**src/hw/rtl/np_pkg.sv**
```systemverilog
// Types, microcode step names and control word layout for the permutation block.
package np_pkg;

  localparam int PC_W = 5;

  typedef struct packed {
    logic [7:0] value;
    logic       last;
  } np_in_t;

  typedef struct packed {
    logic [7:0] value_res;
    logic       last_res;
  } np_out_t;

  typedef enum logic [3:0] {
    C_NEXT,
    C_ALWAYS,
    C_SHORT,
    C_ALTB,
    C_AZERO,
    C_AGEB,
    C_ALAST,
    C_OUTWAIT
  } np_cond_t;

  typedef enum logic [2:0] {
    A_KEEP,
    A_N2,
    A_ZERO,
    A_DEC,
    A_INC
  } np_aop_t;

  typedef enum logic [1:0] {
    B_KEEP,
    B_N1,
    B_DEC
  } np_bop_t;

  typedef enum logic [1:0] {
    W_NONE,
    W_AB,
    W_BH
  } np_wop_t;

  typedef struct packed {
    np_cond_t        cond;
    logic [PC_W-1:0] tgt;
    np_aop_t         a_op;
    np_bop_t         b_op;
    np_wop_t         w_op;
    logic            emit;
    logic            finish;
  } np_cw_t;

  typedef struct packed {
    logic short_seq;
    logic rd_lt;
    logic a_zero;
    logic a_ge_b;
    logic a_last;
    logic out_busy;
  } np_flags_t;

  localparam logic [PC_W-1:0] S_START  = 5'd0;
  localparam logic [PC_W-1:0] S_SWAIT  = 5'd1;
  localparam logic [PC_W-1:0] S_SCMP   = 5'd2;
  localparam logic [PC_W-1:0] S_SZERO  = 5'd3;
  localparam logic [PC_W-1:0] S_SDEC   = 5'd4;
  localparam logic [PC_W-1:0] S_REVALL = 5'd5;
  localparam logic [PC_W-1:0] S_FOUND  = 5'd6;
  localparam logic [PC_W-1:0] S_FWAIT  = 5'd7;
  localparam logic [PC_W-1:0] S_FCMP   = 5'd8;
  localparam logic [PC_W-1:0] S_FDEC   = 5'd9;
  localparam logic [PC_W-1:0] S_SWAP1  = 5'd10;
  localparam logic [PC_W-1:0] S_SWAP2  = 5'd11;
  localparam logic [PC_W-1:0] S_RCHK   = 5'd12;
  localparam logic [PC_W-1:0] S_RWAIT  = 5'd13;
  localparam logic [PC_W-1:0] S_RW1    = 5'd14;
  localparam logic [PC_W-1:0] S_RW2    = 5'd15;
  localparam logic [PC_W-1:0] S_EMIT0  = 5'd16;
  localparam logic [PC_W-1:0] S_EWAIT  = 5'd17;
  localparam logic [PC_W-1:0] S_EOUT   = 5'd18;
  localparam logic [PC_W-1:0] S_ECHK   = 5'd19;
  localparam logic [PC_W-1:0] S_EINC   = 5'd20;
  localparam logic [PC_W-1:0] S_FINISH = 5'd21;

endpackage

```
**src/hw/rtl/next_permutation.sv**
```systemverilog
// Top level: load, microcoded permutation datapath and result register.
//
//  channel | direction | word fields              | handshake
//  in_     | input     | value[7:0], last         | in_valid / in_stall
//  out_    | output    | value_res[7:0], last_res | out_valid / out_stall
//
// Loading accepts one word per cycle; in_stall stays low until a word with last is taken.
// After last, the program scans positions for the pivot, searches positions for the successor,
// swaps the pair, reverses the suffix pair by pair and streams the result words; its pace is
// set by the store's single write port and registered reads.
// Reset (rst_n low, synchronous) empties the sequence and clears the busy flag.
// out_stall holds the program at its output step; the result register frees a slot.
module next_permutation #(
  parameter int MAX_LEN    = 16,
  parameter int VALUE_BITS = 8
) (
  input  logic           clk,
  input  logic           rst_n,
  input  logic           in_valid,
  output logic           in_stall,
  input  np_pkg::np_in_t in_data,
  output logic           out_valid,
  input  logic           out_stall,
  output np_pkg::np_out_t out_data
);
  import np_pkg::*;

  localparam int IW = $clog2(MAX_LEN);
  localparam int CW = $clog2(MAX_LEN + 1);

  logic [CW-1:0]         cnt_r, cnt_nxt;
  logic [IW-1:0]         a_r, a_nxt;
  logic [IW-1:0]         b_r, b_nxt;
  logic [VALUE_BITS-1:0] hold_r, hold_nxt;
  logic                  out_valid_r, out_valid_nxt;
  np_out_t               out_r, out_nxt;

  logic [PC_W-1:0]       pc;
  np_cw_t                cw;
  np_flags_t             flags;
  logic                  busy;
  logic                  step_en;
  logic                  in_acc;
  logic                  start;
  logic                  room;
  logic [CW-1:0]         cnt_m1;
  logic [CW-1:0]         cnt_m2;
  logic [IW-1:0]         n1;
  logic [IW-1:0]         n2;
  logic                  wr_en;
  logic [IW-1:0]         wr_addr;
  logic [VALUE_BITS-1:0] wr_data;
  logic [VALUE_BITS-1:0] rd_a;
  logic [VALUE_BITS-1:0] rd_b;

  assign in_stall = busy;
  assign in_acc   = in_valid && !busy;
  assign start    = in_acc && in_data.last;
  assign room     = cnt_r < CW'(MAX_LEN);
  assign cnt_m1   = cnt_r - CW'(1);
  assign cnt_m2   = cnt_r - CW'(2);
  assign n1       = cnt_m1[IW-1:0];
  assign n2       = cnt_m2[IW-1:0];

  assign flags.short_seq = cnt_r < CW'(2);
  assign flags.rd_lt     = rd_a < rd_b;
  assign flags.a_zero    = a_r == '0;
  assign flags.a_ge_b    = !(a_r < b_r);
  assign flags.a_last    = a_r == n1;
  assign flags.out_busy  = out_valid_r && out_stall;

  np_rom u_rom (
    .pc (pc),
    .cw (cw)
  );

  np_seq u_seq (
    .clk     (clk),
    .rst_n   (rst_n),
    .start   (start),
    .cw      (cw),
    .flags   (flags),
    .pc      (pc),
    .busy    (busy),
    .step_en (step_en)
  );

  always_comb begin
    wr_en   = 1'b0;
    wr_addr = a_r;
    wr_data = rd_b;
    if (in_acc && room) begin
      wr_en   = 1'b1;
      wr_addr = cnt_r[IW-1:0];
      wr_data = VALUE_BITS'(in_data.value);
    end else if (step_en) begin
      case (cw.w_op)
        W_AB: begin
          wr_en   = 1'b1;
          wr_addr = a_r;
          wr_data = rd_b;
        end
        W_BH: begin
          wr_en   = 1'b1;
          wr_addr = b_r;
          wr_data = hold_r;
        end
        default: begin
          wr_en = 1'b0;
        end
      endcase
    end
  end

  np_mem #(
    .DEPTH (MAX_LEN),
    .WIDTH (VALUE_BITS)
  ) u_mem (
    .clk       (clk),
    .wr_en     (wr_en),
    .wr_addr   (wr_addr),
    .wr_data   (wr_data),
    .rd_addr_a (a_r),
    .rd_addr_b (b_r),
    .rd_data_a (rd_a),
    .rd_data_b (rd_b)
  );

  always_comb begin
    cnt_nxt       = cnt_r;
    a_nxt         = a_r;
    b_nxt         = b_r;
    hold_nxt      = hold_r;
    out_nxt       = out_r;
    out_valid_nxt = out_valid_r && out_stall;
    if (in_acc && room) begin
      cnt_nxt = cnt_r + CW'(1);
    end
    if (step_en) begin
      case (cw.a_op)
        A_N2:    a_nxt = n2;
        A_ZERO:  a_nxt = '0;
        A_DEC:   a_nxt = a_r - IW'(1);
        A_INC:   a_nxt = a_r + IW'(1);
        default: a_nxt = a_r;
      endcase
      case (cw.b_op)
        B_N1:    b_nxt = n1;
        B_DEC:   b_nxt = b_r - IW'(1);
        default: b_nxt = b_r;
      endcase
      if (cw.w_op == W_AB) begin
        hold_nxt = rd_a;
      end
      if (cw.emit) begin
        out_nxt.value_res = 8'(rd_a);
        out_nxt.last_res  = flags.a_last;
        out_valid_nxt     = 1'b1;
      end
      if (cw.finish) begin
        cnt_nxt = '0;
      end
    end
  end

  always_ff @(posedge clk) begin
    if (!rst_n) begin
      cnt_r       <= '0;
      out_valid_r <= 1'b0;
    end else begin
      cnt_r       <= cnt_nxt;
      out_valid_r <= out_valid_nxt;
    end
  end

  always_ff @(posedge clk) begin
    a_r    <= a_nxt;
    b_r    <= b_nxt;
    hold_r <= hold_nxt;
    out_r  <= out_nxt;
  end

  assign out_valid = out_valid_r;
  assign out_data  = out_r;

endmodule

```
**src/hw/rtl/np_rom.sv**
```systemverilog
// Microcode table: one control word per program step.
module np_rom (
  input  logic [np_pkg::PC_W-1:0] pc,
  output np_pkg::np_cw_t          cw
);
  import np_pkg::*;

  function automatic np_cw_t mk(np_cond_t c, logic [PC_W-1:0] t, np_aop_t a, np_bop_t b,
                                np_wop_t w, logic e, logic f);
    np_cw_t r;
    r.cond   = c;
    r.tgt    = t;
    r.a_op   = a;
    r.b_op   = b;
    r.w_op   = w;
    r.emit   = e;
    r.finish = f;
    return r;
  endfunction

  always_comb begin
    case (pc)
      // scan for the pivot from the right
      S_START:  cw = mk(C_SHORT,   S_EMIT0,  A_N2,   B_N1,   W_NONE, 1'b0, 1'b0);
      S_SWAIT:  cw = mk(C_NEXT,    S_START,  A_KEEP, B_KEEP, W_NONE, 1'b0, 1'b0);
      S_SCMP:   cw = mk(C_ALTB,    S_FOUND,  A_KEEP, B_KEEP, W_NONE, 1'b0, 1'b0);
      S_SZERO:  cw = mk(C_AZERO,   S_REVALL, A_KEEP, B_KEEP, W_NONE, 1'b0, 1'b0);
      S_SDEC:   cw = mk(C_ALWAYS,  S_SWAIT,  A_DEC,  B_DEC,  W_NONE, 1'b0, 1'b0);
      S_REVALL: cw = mk(C_ALWAYS,  S_RCHK,   A_KEEP, B_N1,   W_NONE, 1'b0, 1'b0);
      // search the successor from the right
      S_FOUND:  cw = mk(C_NEXT,    S_START,  A_KEEP, B_N1,   W_NONE, 1'b0, 1'b0);
      S_FWAIT:  cw = mk(C_NEXT,    S_START,  A_KEEP, B_KEEP, W_NONE, 1'b0, 1'b0);
      S_FCMP:   cw = mk(C_ALTB,    S_SWAP1,  A_KEEP, B_KEEP, W_NONE, 1'b0, 1'b0);
      S_FDEC:   cw = mk(C_ALWAYS,  S_FWAIT,  A_KEEP, B_DEC,  W_NONE, 1'b0, 1'b0);
      S_SWAP1:  cw = mk(C_NEXT,    S_START,  A_KEEP, B_KEEP, W_AB,   1'b0, 1'b0);
      S_SWAP2:  cw = mk(C_NEXT,    S_START,  A_INC,  B_N1,   W_BH,   1'b0, 1'b0);
      // reverse the suffix
      S_RCHK:   cw = mk(C_AGEB,    S_EMIT0,  A_KEEP, B_KEEP, W_NONE, 1'b0, 1'b0);
      S_RWAIT:  cw = mk(C_NEXT,    S_START,  A_KEEP, B_KEEP, W_NONE, 1'b0, 1'b0);
      S_RW1:    cw = mk(C_NEXT,    S_START,  A_KEEP, B_KEEP, W_AB,   1'b0, 1'b0);
      S_RW2:    cw = mk(C_ALWAYS,  S_RCHK,   A_INC,  B_DEC,  W_BH,   1'b0, 1'b0);
      // stream the result
      S_EMIT0:  cw = mk(C_NEXT,    S_START,  A_ZERO, B_KEEP, W_NONE, 1'b0, 1'b0);
      S_EWAIT:  cw = mk(C_NEXT,    S_START,  A_KEEP, B_KEEP, W_NONE, 1'b0, 1'b0);
      S_EOUT:   cw = mk(C_OUTWAIT, S_START,  A_KEEP, B_KEEP, W_NONE, 1'b1, 1'b0);
      S_ECHK:   cw = mk(C_ALAST,   S_FINISH, A_KEEP, B_KEEP, W_NONE, 1'b0, 1'b0);
      S_EINC:   cw = mk(C_ALWAYS,  S_EWAIT,  A_INC,  B_KEEP, W_NONE, 1'b0, 1'b0);
      S_FINISH: cw = mk(C_ALWAYS,  S_START,  A_KEEP, B_KEEP, W_NONE, 1'b0, 1'b1);
      default:  cw = mk(C_ALWAYS,  S_FINISH, A_KEEP, B_KEEP, W_NONE, 1'b0, 1'b0);
    endcase
  end

endmodule

```
**src/hw/rtl/np_mem.sv**
```systemverilog
// Element store: one write port, two registered read ports.
module np_mem #(
  parameter int DEPTH = 16,
  parameter int WIDTH = 8
) (
  input  logic                     clk,
  input  logic                     wr_en,
  input  logic [$clog2(DEPTH)-1:0] wr_addr,
  input  logic [WIDTH-1:0]         wr_data,
  input  logic [$clog2(DEPTH)-1:0] rd_addr_a,
  input  logic [$clog2(DEPTH)-1:0] rd_addr_b,
  output logic [WIDTH-1:0]         rd_data_a,
  output logic [WIDTH-1:0]         rd_data_b
);

  logic [WIDTH-1:0] mem [DEPTH];

  always_ff @(posedge clk) begin
    if (wr_en) begin
      mem[wr_addr] <= wr_data;
    end
    rd_data_a <= mem[rd_addr_a];
    rd_data_b <= mem[rd_addr_b];
  end

endmodule

```
**src/hw/rtl/np_seq.sv**
```systemverilog
// Microcode sequencer: step counter, jump conditions and busy flag.
module np_seq (
  input  logic                    clk,
  input  logic                    rst_n,
  input  logic                    start,
  input  np_pkg::np_cw_t          cw,
  input  np_pkg::np_flags_t       flags,
  output logic [np_pkg::PC_W-1:0] pc,
  output logic                    busy,
  output logic                    step_en
);
  import np_pkg::*;

  logic [PC_W-1:0] pc_r, pc_nxt;
  logic            busy_r, busy_nxt;
  logic            jump;
  logic            hold;

  always_comb begin
    case (cw.cond)
      C_NEXT:    jump = 1'b0;
      C_ALWAYS:  jump = 1'b1;
      C_SHORT:   jump = flags.short_seq;
      C_ALTB:    jump = flags.rd_lt;
      C_AZERO:   jump = flags.a_zero;
      C_AGEB:    jump = flags.a_ge_b;
      C_ALAST:   jump = flags.a_last;
      C_OUTWAIT: jump = 1'b0;
      default:   jump = 1'b0;
    endcase
  end

  assign hold    = (cw.cond == C_OUTWAIT) && flags.out_busy;
  assign step_en = busy_r && !hold;

  always_comb begin
    pc_nxt   = pc_r;
    busy_nxt = busy_r;
    if (start) begin
      pc_nxt   = S_START;
      busy_nxt = 1'b1;
    end else if (step_en) begin
      pc_nxt = jump ? cw.tgt : pc_r + PC_W'(1);
      if (cw.finish) begin
        busy_nxt = 1'b0;
      end
    end
  end

  always_ff @(posedge clk) begin
    if (!rst_n) begin
      pc_r   <= S_START;
      busy_r <= 1'b0;
    end else begin
      pc_r   <= pc_nxt;
      busy_r <= busy_nxt;
    end
  end

  assign pc   = pc_r;
  assign busy = busy_r;

endmodule

```
**config.mk**
```make
export PLATFORM = sky130hd
export DESIGN_NAME = next_permutation
export DESIGN_NICKNAME = d
export VERILOG_FILES = /design/src/hw/rtl/np_pkg.sv /design/src/hw/rtl/next_permutation.sv /design/src/hw/rtl/np_rom.sv /design/src/hw/rtl/np_mem.sv /design/src/hw/rtl/np_seq.sv
export SDC_FILE = /design/constraint.sdc
export NUM_CORES = 1
export LEC_CHECK = 0
export BUFFER_PORTS_ARGS = -buffer_cell sky130_fd_sc_hd__clkbuf_2
export CORE_MARGIN = 1
export CORE_UTILIZATION = 40
export CTS_BUF_LIST = sky130_fd_sc_hd__clkbuf_2
export DETAILED_ROUTE_END_ITERATION = 8
export GPL_ROUTABILITY_DRIVEN = 0
export PLACE_DENSITY = 0.57
export SETUP_SLACK_MARGIN = 0.15
export SLEW_MARGIN = 40
export SYNTH_ARGS = -nofsm -noshare
export SYNTH_HDL_FRONTEND = slang
export SYNTH_SLANG_ARGS = --single-unit
```
**constraint.sdc**
```tcl
create_clock -name clk -period 3.45 [get_ports clk]
set_input_delay 0.69 -clock clk [delete_from_list [all_inputs] [get_ports clk]]
set_output_delay 0.69 -clock clk [all_outputs]
set_load 0.05 [all_outputs]
```
## Word level (Yosys, flattened, before mapping)

Memories as Yosys holds them, arrays and structs flattened. A register that Yosys moved wholly into a read port is not among the register bits.
Cells that the tools add are included.

- Shift-type cells: 0
- Reductions and logical operators: 21
- Multiplexer cells: 25
- $mul: 0
- Magnitude comparators: 4
- Divide/modulo/power cells: 0
- Bitwise logic cells: 1
- $add $sub $neg: 7
- Equal/unequal tests: 16

Operators by type and width:

| operator | count |
|---|---|
| 5-bit 2-to-1 mux | 6 |
| 8-bit 2-to-1 mux | 3 |
| 4-bit by 3-bit equality test with 1-bit output, second input constant | 4 |
| 4-bit case mux with 4 select lines | 1 |
| 4-bit 2-to-1 mux | 3 |
| 4-bit by 1-bit subtractor with 4-bit output, second input constant | 3 |
| 5-bit by 1-bit adder with 5-bit output, second input constant | 2 |
| 1-bit 2-to-1 mux | 10 |
| 2-bit AND reduction | 5 |
| 4-bit by 2-bit equality test with 1-bit output, second input constant | 2 |
| 8-bit < comparator | 1 |
| 4-bit case mux with 2 select lines | 1 |
| 3-bit by 2-bit equality test with 1-bit output, second input constant | 2 |
| 1-bit logical AND | 6 |
| 1-bit case mux with 6 select lines | 1 |
| 2-bit nonzero test | 3 |
| 5-bit by 2-bit < comparator with 1-bit output, second input constant | 1 |
| 5-bit < comparator, second input constant | 1 |
| 4-bit by 1-bit adder with 4-bit output, second input constant | 1 |
| 2-bit by 1-bit equality test with 1-bit output, second input constant | 2 |
| 2-bit equality test, second input constant | 2 |
| 4-bit by 1-bit equality test with 1-bit output, second input constant | 1 |
| 4-bit equality test | 1 |
| 4-bit logical NOT | 1 |
| 8 further kinds | 11 |

- Bits in latches: 0
- Bits in read-only memories: 544
- Output and inout port bits: 11
- RAM bits: 128
- Register bits: 37
- Memories kept: 2

Memories:

| memory | words | bits a word | read ports | clocked after memory_dff | write ports | line | RTL |
|---|---|---|---|---|---|---|---|
| (name not given) | 32 | 17 | 1 | 1 | 0 | np_rom.sv:22 | `case (pc)` |
| u_mem.mem | 16 | 8 | 2 | 2 | 1 | np_mem.sv:16 | `logic [WIDTH-1:0] mem [DEPTH];` |

## Logic depth before layout (Yosys ltp)

Gate-level depths: netlist of the first run.

- Depth in word-level cells: 8
- Depth in mapped cells: 16
- Mapped depth without buffers: 14

## Hierarchy

Synthesis of the first run repeated with hierarchy kept, for this count alone.

- Cells, all modules: 641
- Area, all modules: 9395.3 um2

Modules (own cells, without submodules):

| module | seq. area each (um2) | area each (um2) | times used | cells each |
|---|---|---|---|---|
| np_mem | 4164.0 | 6346.1 | 1 | 307 |
| next_permutation | 870.8 | 2052.0 | 1 | 204 |
| np_rom | 0.0 | 520.5 | 1 | 73 |
| np_seq | 120.1 | 476.7 | 1 | 57 |

## Worst setup path after synthesis of the first run

No wires, ideal clock.

- Path type: register to register
- From: register b_r[3]
- To: register, netlist name u_rom.cw[14]
- Path slack: -0.203 ns
- Library setup time: 0.130 ns
- Cell stages (with the launch flop): 16
- Clock period less this slack: 3.653 ns
- Arrival time: 3.523 ns
- Cell sequence: edfxtp_1 -> clkbuf_1 -> clkinv_1 -> ha_1 -> o211ai_1 -> a21oi_1 -> nor4_4 -> and2_1 -> buf_6 -> and2b_4 -> o221ai_4 -> inv_1 -> ha_1 -> or4_1 -> o311ai_1 -> o31ai_1

- Word-level cells in the longest chain between the ends: 6

Ends and longest elaborated chain:

| what | line | RTL |
|---|---|---|
| start: declaration | next_permutation.sv:33 | `logic [IW-1:0] b_r, b_nxt;` |
| start signal: assignment | next_permutation.sv:178 | `b_r <= b_nxt;` |
| 4-bit < comparator | next_permutation.sv:68 | `assign flags.a_ge_b = !(a_r < b_r);` |
| 1-bit logical NOT | next_permutation.sv:68 |  |
| 1-bit case mux with 6 select lines | np_seq.sv:20 | `case (cw.cond)` |
| 5-bit 2-to-1 mux | np_seq.sv:43 | `pc_nxt = jump ? cw.tgt : pc_r + PC_W'(1);` |
| 5-bit 2-to-1 mux (no source line) (2 in series) | n/a |  |

No other way between the ends.
A chain may end at the register's enable or synchronous reset.

## Worst setup path in the final report of the first run

- From: register cnt_r[1]
- To: register, netlist name u_rom.cw[8]

- Word-level cells in the longest chain between the ends: 6

Ends and longest elaborated chain:

| what | line | RTL |
|---|---|---|
| start: declaration | next_permutation.sv:31 | `logic [CW-1:0] cnt_r, cnt_nxt;` |
| start signal: assignment | next_permutation.sv:171 | `cnt_r <= cnt_nxt;` |
| 4-bit by 1-bit subtractor with 4-bit output | next_permutation.sv:60 | `assign cnt_m1 = cnt_r - CW'(1);` |
| 4-bit equality test | next_permutation.sv:69 | `assign flags.a_last = a_r == n1;` |
| 1-bit case mux with 6 select lines (*) | np_seq.sv:20 |  |
| 5-bit 2-to-1 mux (*) | np_seq.sv:43 |  |
| 5-bit 2-to-1 mux (no source line) (*) (2 in series) | n/a |  |

Mark *: on every way between the ends. The rest lies on a longest branch, timed or not.

==> results by group, run 1 <==
Floorplan
  • Die area: 24600 um^2
  • Num ports: 24
  • CORE AREA: 23500 um^2
  • Initial Util: 0.408
  • Die Span X: 157 um
  • Die Y: 157 um
  • Row count: 56

Routing
  • DRT iter0 DRCs: 628
  • Via count: 6027
  • Post-DR wirelength/cell: 20.9 um
  • Post-route ant nets: 0
  • Vias per cell: 5.63
  • Routed WL: 22400 um
  • DRT Pass-1 Iters: 5
  • DRC: 0

Placement
  • DP HPWL: 15800 um
  • Inst Count DP: 1029
  • I/O Buffers: 23

Setup path
  • Crit-path cells: inv_6 > ha_4 > a21boi_4 > xnor3_1 > and4b_4 > nor4_4 > buf_4 > buf_4 > o211ai_1 > o211a_1 > nor3_1 > and2_1 > a31o_2
  • WS Path Type: flip-flop to flip-flop
  • FF-to-FF End: u_rom.cw[8]
  • CP Data Required Time: 4.18 ns
  • R2R Path Start: cnt_r[1]
  • Flop2flop setup slack: 0.19 ns
  • CP Max Fanout: 5
  • Worst setup EP type: flip-flop
  • R2R depth: 13
  • CP arrival: 3.99 ns
  • Max incr delay on CP: 0.66 ns
  • Worst path slowest cell: nor3_1
  • Startpoint Class: flip-flop
  • CP most frequent cell: buf_4

Yosys
  • Leading area contributor after synthesis: edfxtp_1
  • Sequential area share after synthesis: 0.572
  • Post-synth EDFFs: 153
  • Post-synthesis cell type count: 73
  • Main combinational cell family by area after synthesis: multiplexers
  • Synthesized instance count: 672
  • Largest cells by area after synthesis: edfxtp_1 48%, mux4_2 13%, dfxtp_1 9.4%, mux2i_1 5.0%, ha_1 3.5%
  • Xor/xnor cell area share of the yosys netlist: 0.0167
  • Mean Syn Cell Area: 14.3 um^2
  • Most numerous cell in the Yosys netlist: edfxtp_1
  • Synth top cells by count: 153 x edfxtp_1, 56 x mux4_2, 50 x nand2_1
  • Post-synthesis mux area share: 0.181
  • Area share of fa/ha/maj cells after synthesis: 0.0372
  • Top cell type's share of synthesized area: 0.478
  • Post-synthesis compound-gate area fraction: 0.0931
  • #FFs+latches synth: 198
  • Simple-Gate Fraction of Synth Area: 0.0716
  • Synth Warn #: 0
  • Post-synth ARST share: 0
  • Primary FF master, synth: edfxtp_1
  • Mapped Nets: 713
  • Synthesized area: 9610 um^2

Clock tree
  • TritonCTS Sinks: 198
  • Clk buf depth: 2
  • CTS tree: yes
  • Clk_lat worst skew: 0.78 ns
  • Clock transition at path regs: 0.31 ns
  • Root Driver: clkbuf_2
  • H-tree depth: 4
  • Inserted Clock Buffers: 17

Global route
  • Pin count of the biggest net entering global routing: 52
  • Global Route Usage Sum: 0.191
  • Vias in the first global route: 5948
  • First-pass GRT wire length: 34600 um
  • Antenna violations before repair: 1
  • Gr ovfl total: 0

Hold path
  • Hold endpoint: u_seq.busy
  • Hold Path Class: primary input to flip-flop
  • WHS Path Cells: 3
  • Hold_sp: in_data[0]

STA
  • Hold Vio Cnt, Final: 0
  • Final Setup Violations: 0
  • RSZ-0062 raised after global routing: yes
  • Worst slew pin tran: 0.772 ns
  • Fin crit share: 0.946
  • Setup TNS Final: 0 ns
  • Max Clock Freq: 306 MHz
  • Final Critical Period: 3.26 ns
  • Slew Limit Fails: 0
  • Clock skew: 0.0540 ns
  • Slew margin rel.: 0.481

Power and ir drop
  • Maximum VDD drop: 199 uV
  • Pleak: 3.97 nW
  • Power per Cell Area: 464 nW/um^2

Final layout
  • Area grow syn2layout: 12.5%
  • Final #Nets: 779
  • Filler cell count: 2118
  • Final non-filler cell total: 1071
  • Share of cells above drive strength 1: 0.281
  • Share of the core filled with cells: 0.459

Outcome
  • Status: finished clean

Run
  • MaxCap Viol Count: 0
cells by family after synthesis:
logic type	after synthesis
adders and majority gates	28
muxes	104
AOI/OAI and AO/OA	120
xor gates and xnor gates	15
buffers and inverters	64
DFF	198
and+or+nand+nor	143
layer usage:
metal  GRT usage  vias up  routed length (um)
met1       0.274     3047               10500
met4      0.0528        0                 241
met5           0        -                   0
li1            -     2769                   -
met2       0.294      194               10200
met3      0.0407       17                1440
power breakdown:
group	internal, mW	switching [mW]
Sequential	2.74	0.0711
Clock	0.340	0.932
Combinational	0.400	0.533
Total	3.48	1.54
worst max-delay path by stage:
stage	cells past startpoint	end	slack [ns]	start
2_1_floorplan	14	u_rom.cw[14]	0.15	b_r[2]
4_1_cts	13	u_rom.cw[14]	0.19	b_r[2]
5_1_grt	13	u_rom.cw[4]	0.07	cnt_r[2]
3_3_place_gp	13	u_rom.cw[14]	0.19	u_mem.rd_data_b[1]
3_5_place_dp	13	u_rom.cw[14]	0.13	u_mem.rd_data_b[1]
6_report	13	u_rom.cw[8]	0.19	cnt_r[1]
layout make-up:
cell class	count	area, um^2	share of cell area
Antenna cell	1	2.50	0.000232
Clock buffer	17	85.1	0.00788
Clock inverter	15	206	0.0191
Inverter	31	129	0.0119
Multi-Input combinational cell	410	3930	0.364
Sequential cell	198	5510	0.510
Tap cell	319	399	0.0369
Timing Repair Buffer	80	547	0.0506
registers in the layout (all words and copies together) (netlist names):
name and count:
a_r 4, b_r 4, u_mem.rd_data_a 8, cnt_r 5
hold_r 8, u_rom.cw 17, out_data 9, out_valid 1
u_seq.pc 5, u_mem.mem 128, u_mem.rd_data_b 8, u_seq.busy 1
cells in the final DEF, fill, tap and decap left out, types with 22 or more instances in the layout:
| master | instances |
|---|---|
| mux4_2 | 56 |
| o21ai_0 | 29 |
| inv_1 | 25 |
| clkbuf_2 | 40 |
| buf_4 | 56 |
| nor2_1 | 39 |
| ha_1 | 22 |
| nand2_1 | 50 |
| mux2i_1 | 47 |
| edfxtp_1 | 153 |
| dfxtp_1 | 41 |
per-stage QoR:
stage	setup slack [ns]	area [um^2]	hold WS (ns)	power [mW]
2_1_floorplan	0.153	9670	0.420	3.46
4_1_cts	0.194	10700	0.0636	5.04
3_5_place_dp	0.134	10400	0.449	3.76
3_3_place_gp	0.187	10400	0.441	3.73
6_report	0.186	10800	0.146	5.01
5_1_grt	0.0661	10800	0.0452	5.25
critical path: cells and delay by family, from the launching register on:
family / cells / cell delay, ns
buffers and inverters: 3 / 0.36
AND/OR/NAND/NOR: 4 / 1.40
adder cells (fa/ha/maj): 1 / 0.12
AO/OA/AOI/OAI: 4 / 0.68
flip-flops: 1 / 0.43
XOR/XNOR: 1 / 0.26
repair_timing:
action / 4_1_cts / 5_1_grt
hold buffers: 0 / 0
setup endpoints to repair: 2 / 3
resized for setup: 4 / 9
pin swaps: 2 / 7
setup buffers: 2 / 7
Note: power is estimated with default switching activity, not from simulation.
==> run 2: changes to the inputs <==
- GPL_TIMING_DRIVEN: unset -> 0
==> results by group, run 2 (synthesis results as in run 1) <==
Outcome
  • Status: finished clean

Floorplan
  • Die area: 24600 um^2
  • Num ports: 24
  • Die Span X: 157 um
  • CORE AREA: 23500 um^2
  • Row count: 56
  • Die Y: 157 um
  • Initial Util: 0.408

Setup path
  • Crit-path leading delay family: compound AO/OA/AOI/OAI gates
  • Worst Setup EP: u_rom.cw[14]
  • Worst path slowest cell: or4_4
  • CP arrival: 4.06 ns
  • Worst setup EP type: flip-flop
  • WS Path Type: flip-flop to flip-flop
  • Critical path origin: u_mem.rd_data_b[1]
  • Flop2flop setup slack: 0.11 ns
  • Worst path bufs/invs: 2
  • Crit-path cells: inv_1 > ha_2 > or3b_1 > o2111ai_1 > a31oi_1 > a211o_1 > and2_4 > buf_6 > mux2i_1 > a211o_4 > ha_4 > or4_4 > o311ai_4 > o31ai_1
  • Startpoint Class: flip-flop
  • CP Data Required Time: 4.17 ns
  • FF-to-FF End: u_rom.cw[14]
  • Max incr delay on CP: 0.50 ns
  • Stages on the worst setup path: 14
  • R2R Path Start: u_mem.rd_data_b[1]
  • R2R depth: 14
  • CP Max Fanout: 4

STA
  • RSZ-0062 raised after global routing: yes
  • Worst slew pin tran: 0.791 ns
  • Hold Vio Cnt, Final: 0
  • Max Clock Freq: 300 MHz
  • Clock skew: 0.0600 ns
  • Slew Limit Fails: 0
  • Setup TNS Final: 0 ns
  • Slew margin rel.: 0.473
  • Final hold slack: 0.132 ns
  • Final Critical Period: 3.34 ns
  • Final setup margin: 0.112 ns
  • Fin crit share: 0.968
  • Final Setup Violations: 0

Clock tree
  • Clock transition at path regs: 0.32 ns
  • Root Driver: clkbuf_2
  • Inserted Clock Buffers: 17
  • Clk_lat worst skew: 0.82 ns
  • CTS tree: yes
  • H-tree depth: 4
  • TritonCTS Sinks: 198
  • Clk buf depth: 2
  • Number of hold buffers added after cts: 0

Final layout
  • Top reg by flops: u_mem.mem
  • Final non-filler cell total: 1070
  • Max FFs per register: 128
  • Area occupied by registers: 5510 um^2
  • Commonest non-fill, non-tap cell in the layout: edfxtp_1
  • Area grow syn2layout: 13.2%
  • Multi-input gate area: 4040 um^2
  • Final #Nets: 778
  • Share of cells above drive strength 1: 0.292
  • Filler cell count: 2111
  • Post-route cell area: 10900 um^2
  • Most frequent cells in the layout: 153 x edfxtp_1, 56 x mux4_2, 50 x nand2_1, 48 x mux2i_1, 45 x clkbuf_2

Routing
  • Post-DR wirelength/cell: 21.5 um
  • Routed WL: 23000 um
  • DRC: 0
  • DRT Pass-1 Iters: 5
  • Vias per cell: 5.62
  • Post-route ant nets: 0
  • DRT iter0 DRCs: 458
  • Via count: 6014

Global route
  • Pin count of the biggest net entering global routing: 23
  • Vias in the first global route: 6085
  • Global Route Usage Sum: 0.201
  • Gr ovfl total: 0
  • Antenna violations before repair: 2
  • First-pass GRT wire length: 35900 um

Power and ir drop
  • Psw: 1.58 mW
  • Pint: 3.57 mW
  • Combinational Power Share: 0.191
  • Maximum VDD drop: 170 uV
  • Clock share of power: 0.264
  • Flop pwr share: 0.545
  • Power per Cell Area: 474 nW/um^2
  • Switch share: 0.307
  • Pleak: 3.93 nW

Run
  • MaxCap Viol Count: 0

Hold path
  • Hold Path Class: primary input to flip-flop
  • Hold_sp: in_data[0]

Placement
  • I/O Buffers: 23
  • Area after DPL: 10200 um^2
  • Inst Count DP: 1015
  • Pre-CTS setup slack: -0.365 ns
  • DP HPWL: 17000 um
==> run 2: changes by cell type in the layout (fill, tap and decap cells not counted), sizes merged <==
cell | before | now
buf | 57 | 39
bufinv | 1 | 2
clkbuf | 40 | 57
clkinv | 6 | 5
clkinvlp | 1 | 0
inv | 38 | 39
==> run 2: how the worst min path moves through the flow <==
stage / end / slack [ns] / depth (start not counted)
final: u_seq.busy / 0.13 / 3
after floorplan: hold_r[0] / 0.42 / 0
after global placement: hold_r[7] / 0.44 / 0
after detailed placement: hold_r[3] / 0.45 / 0
after global routing: u_seq.busy / 0.07 / 3
after CTS: u_seq.busy / 0.04 / 3
==> run 2: timing repair <==
item / CTS / global route
gates resized for setup: 16 / 23
endpoints found under the setup margin: 42 / 82
endpoints found under the hold margin: 0 / 0
pin swaps: 7 / 7
setup buffers: 14 / 8
==> run 2: power groups by stage <==
stage,sequential [mW],combinational [mW],clock [mW]
6_report,2.81,0.982,1.36
5_1_grt,2.82,1.07,1.48
2_1_floorplan,2.84,0.622,0
3_3_place_gp,2.85,0.855,0
3_5_place_dp,2.86,0.893,0
4_1_cts,2.81,0.944,1.40
==> run 2: final cells by class <==
class,count,area share
inverters,31,0.0124
clock inverters,15,0.0215
well taps,319,0.0367
diodes,1,0.000230
clock buffers,17,0.00783
flip-flops and latches,198,0.506
repair buffers,46,0.0265
plain buffers,33,0.0167
multi-input cells,410,0.372
==> run 2: per-stage QoR <==
stage / utilization / total power [mW]
2_1_floorplan: - / 3.46
3_3_place_gp: 0.432 / 3.71
3_5_place_dp: 0.434 / 3.75
4_1_cts: 0.455 / 5.15
5_1_grt: 0.462 / 5.37
6_report: 0.462 / 5.15
==> run 2: per-layer routing <==
layer	global-route usage	share of wire	wire [um]	vias up
met3	0.0463	0.065	1490	29
met4	0.0630	0.014	311	2
met5	0	0.00057	13	-
li1	-	-	-	2761
met1	0.274	0.44	10100	3018
met2	0.319	0.48	11000	204
==> run 2: worst register-to-register path: stages, from the launching register on <==
cell and delay (ns):
dfxtp_2 0.41, inv_1 0.05, ha_2 0.17, or3b_1 0.36
o2111ai_1 0.08, a31oi_1 0.14, a211o_1 0.33, and2_4 0.17
buf_6 0.12, mux2i_1 0.12, a211o_4 0.38, ha_4 0.23
or4_4 0.50, o311ai_4 0.10, o31ai_1 0.11
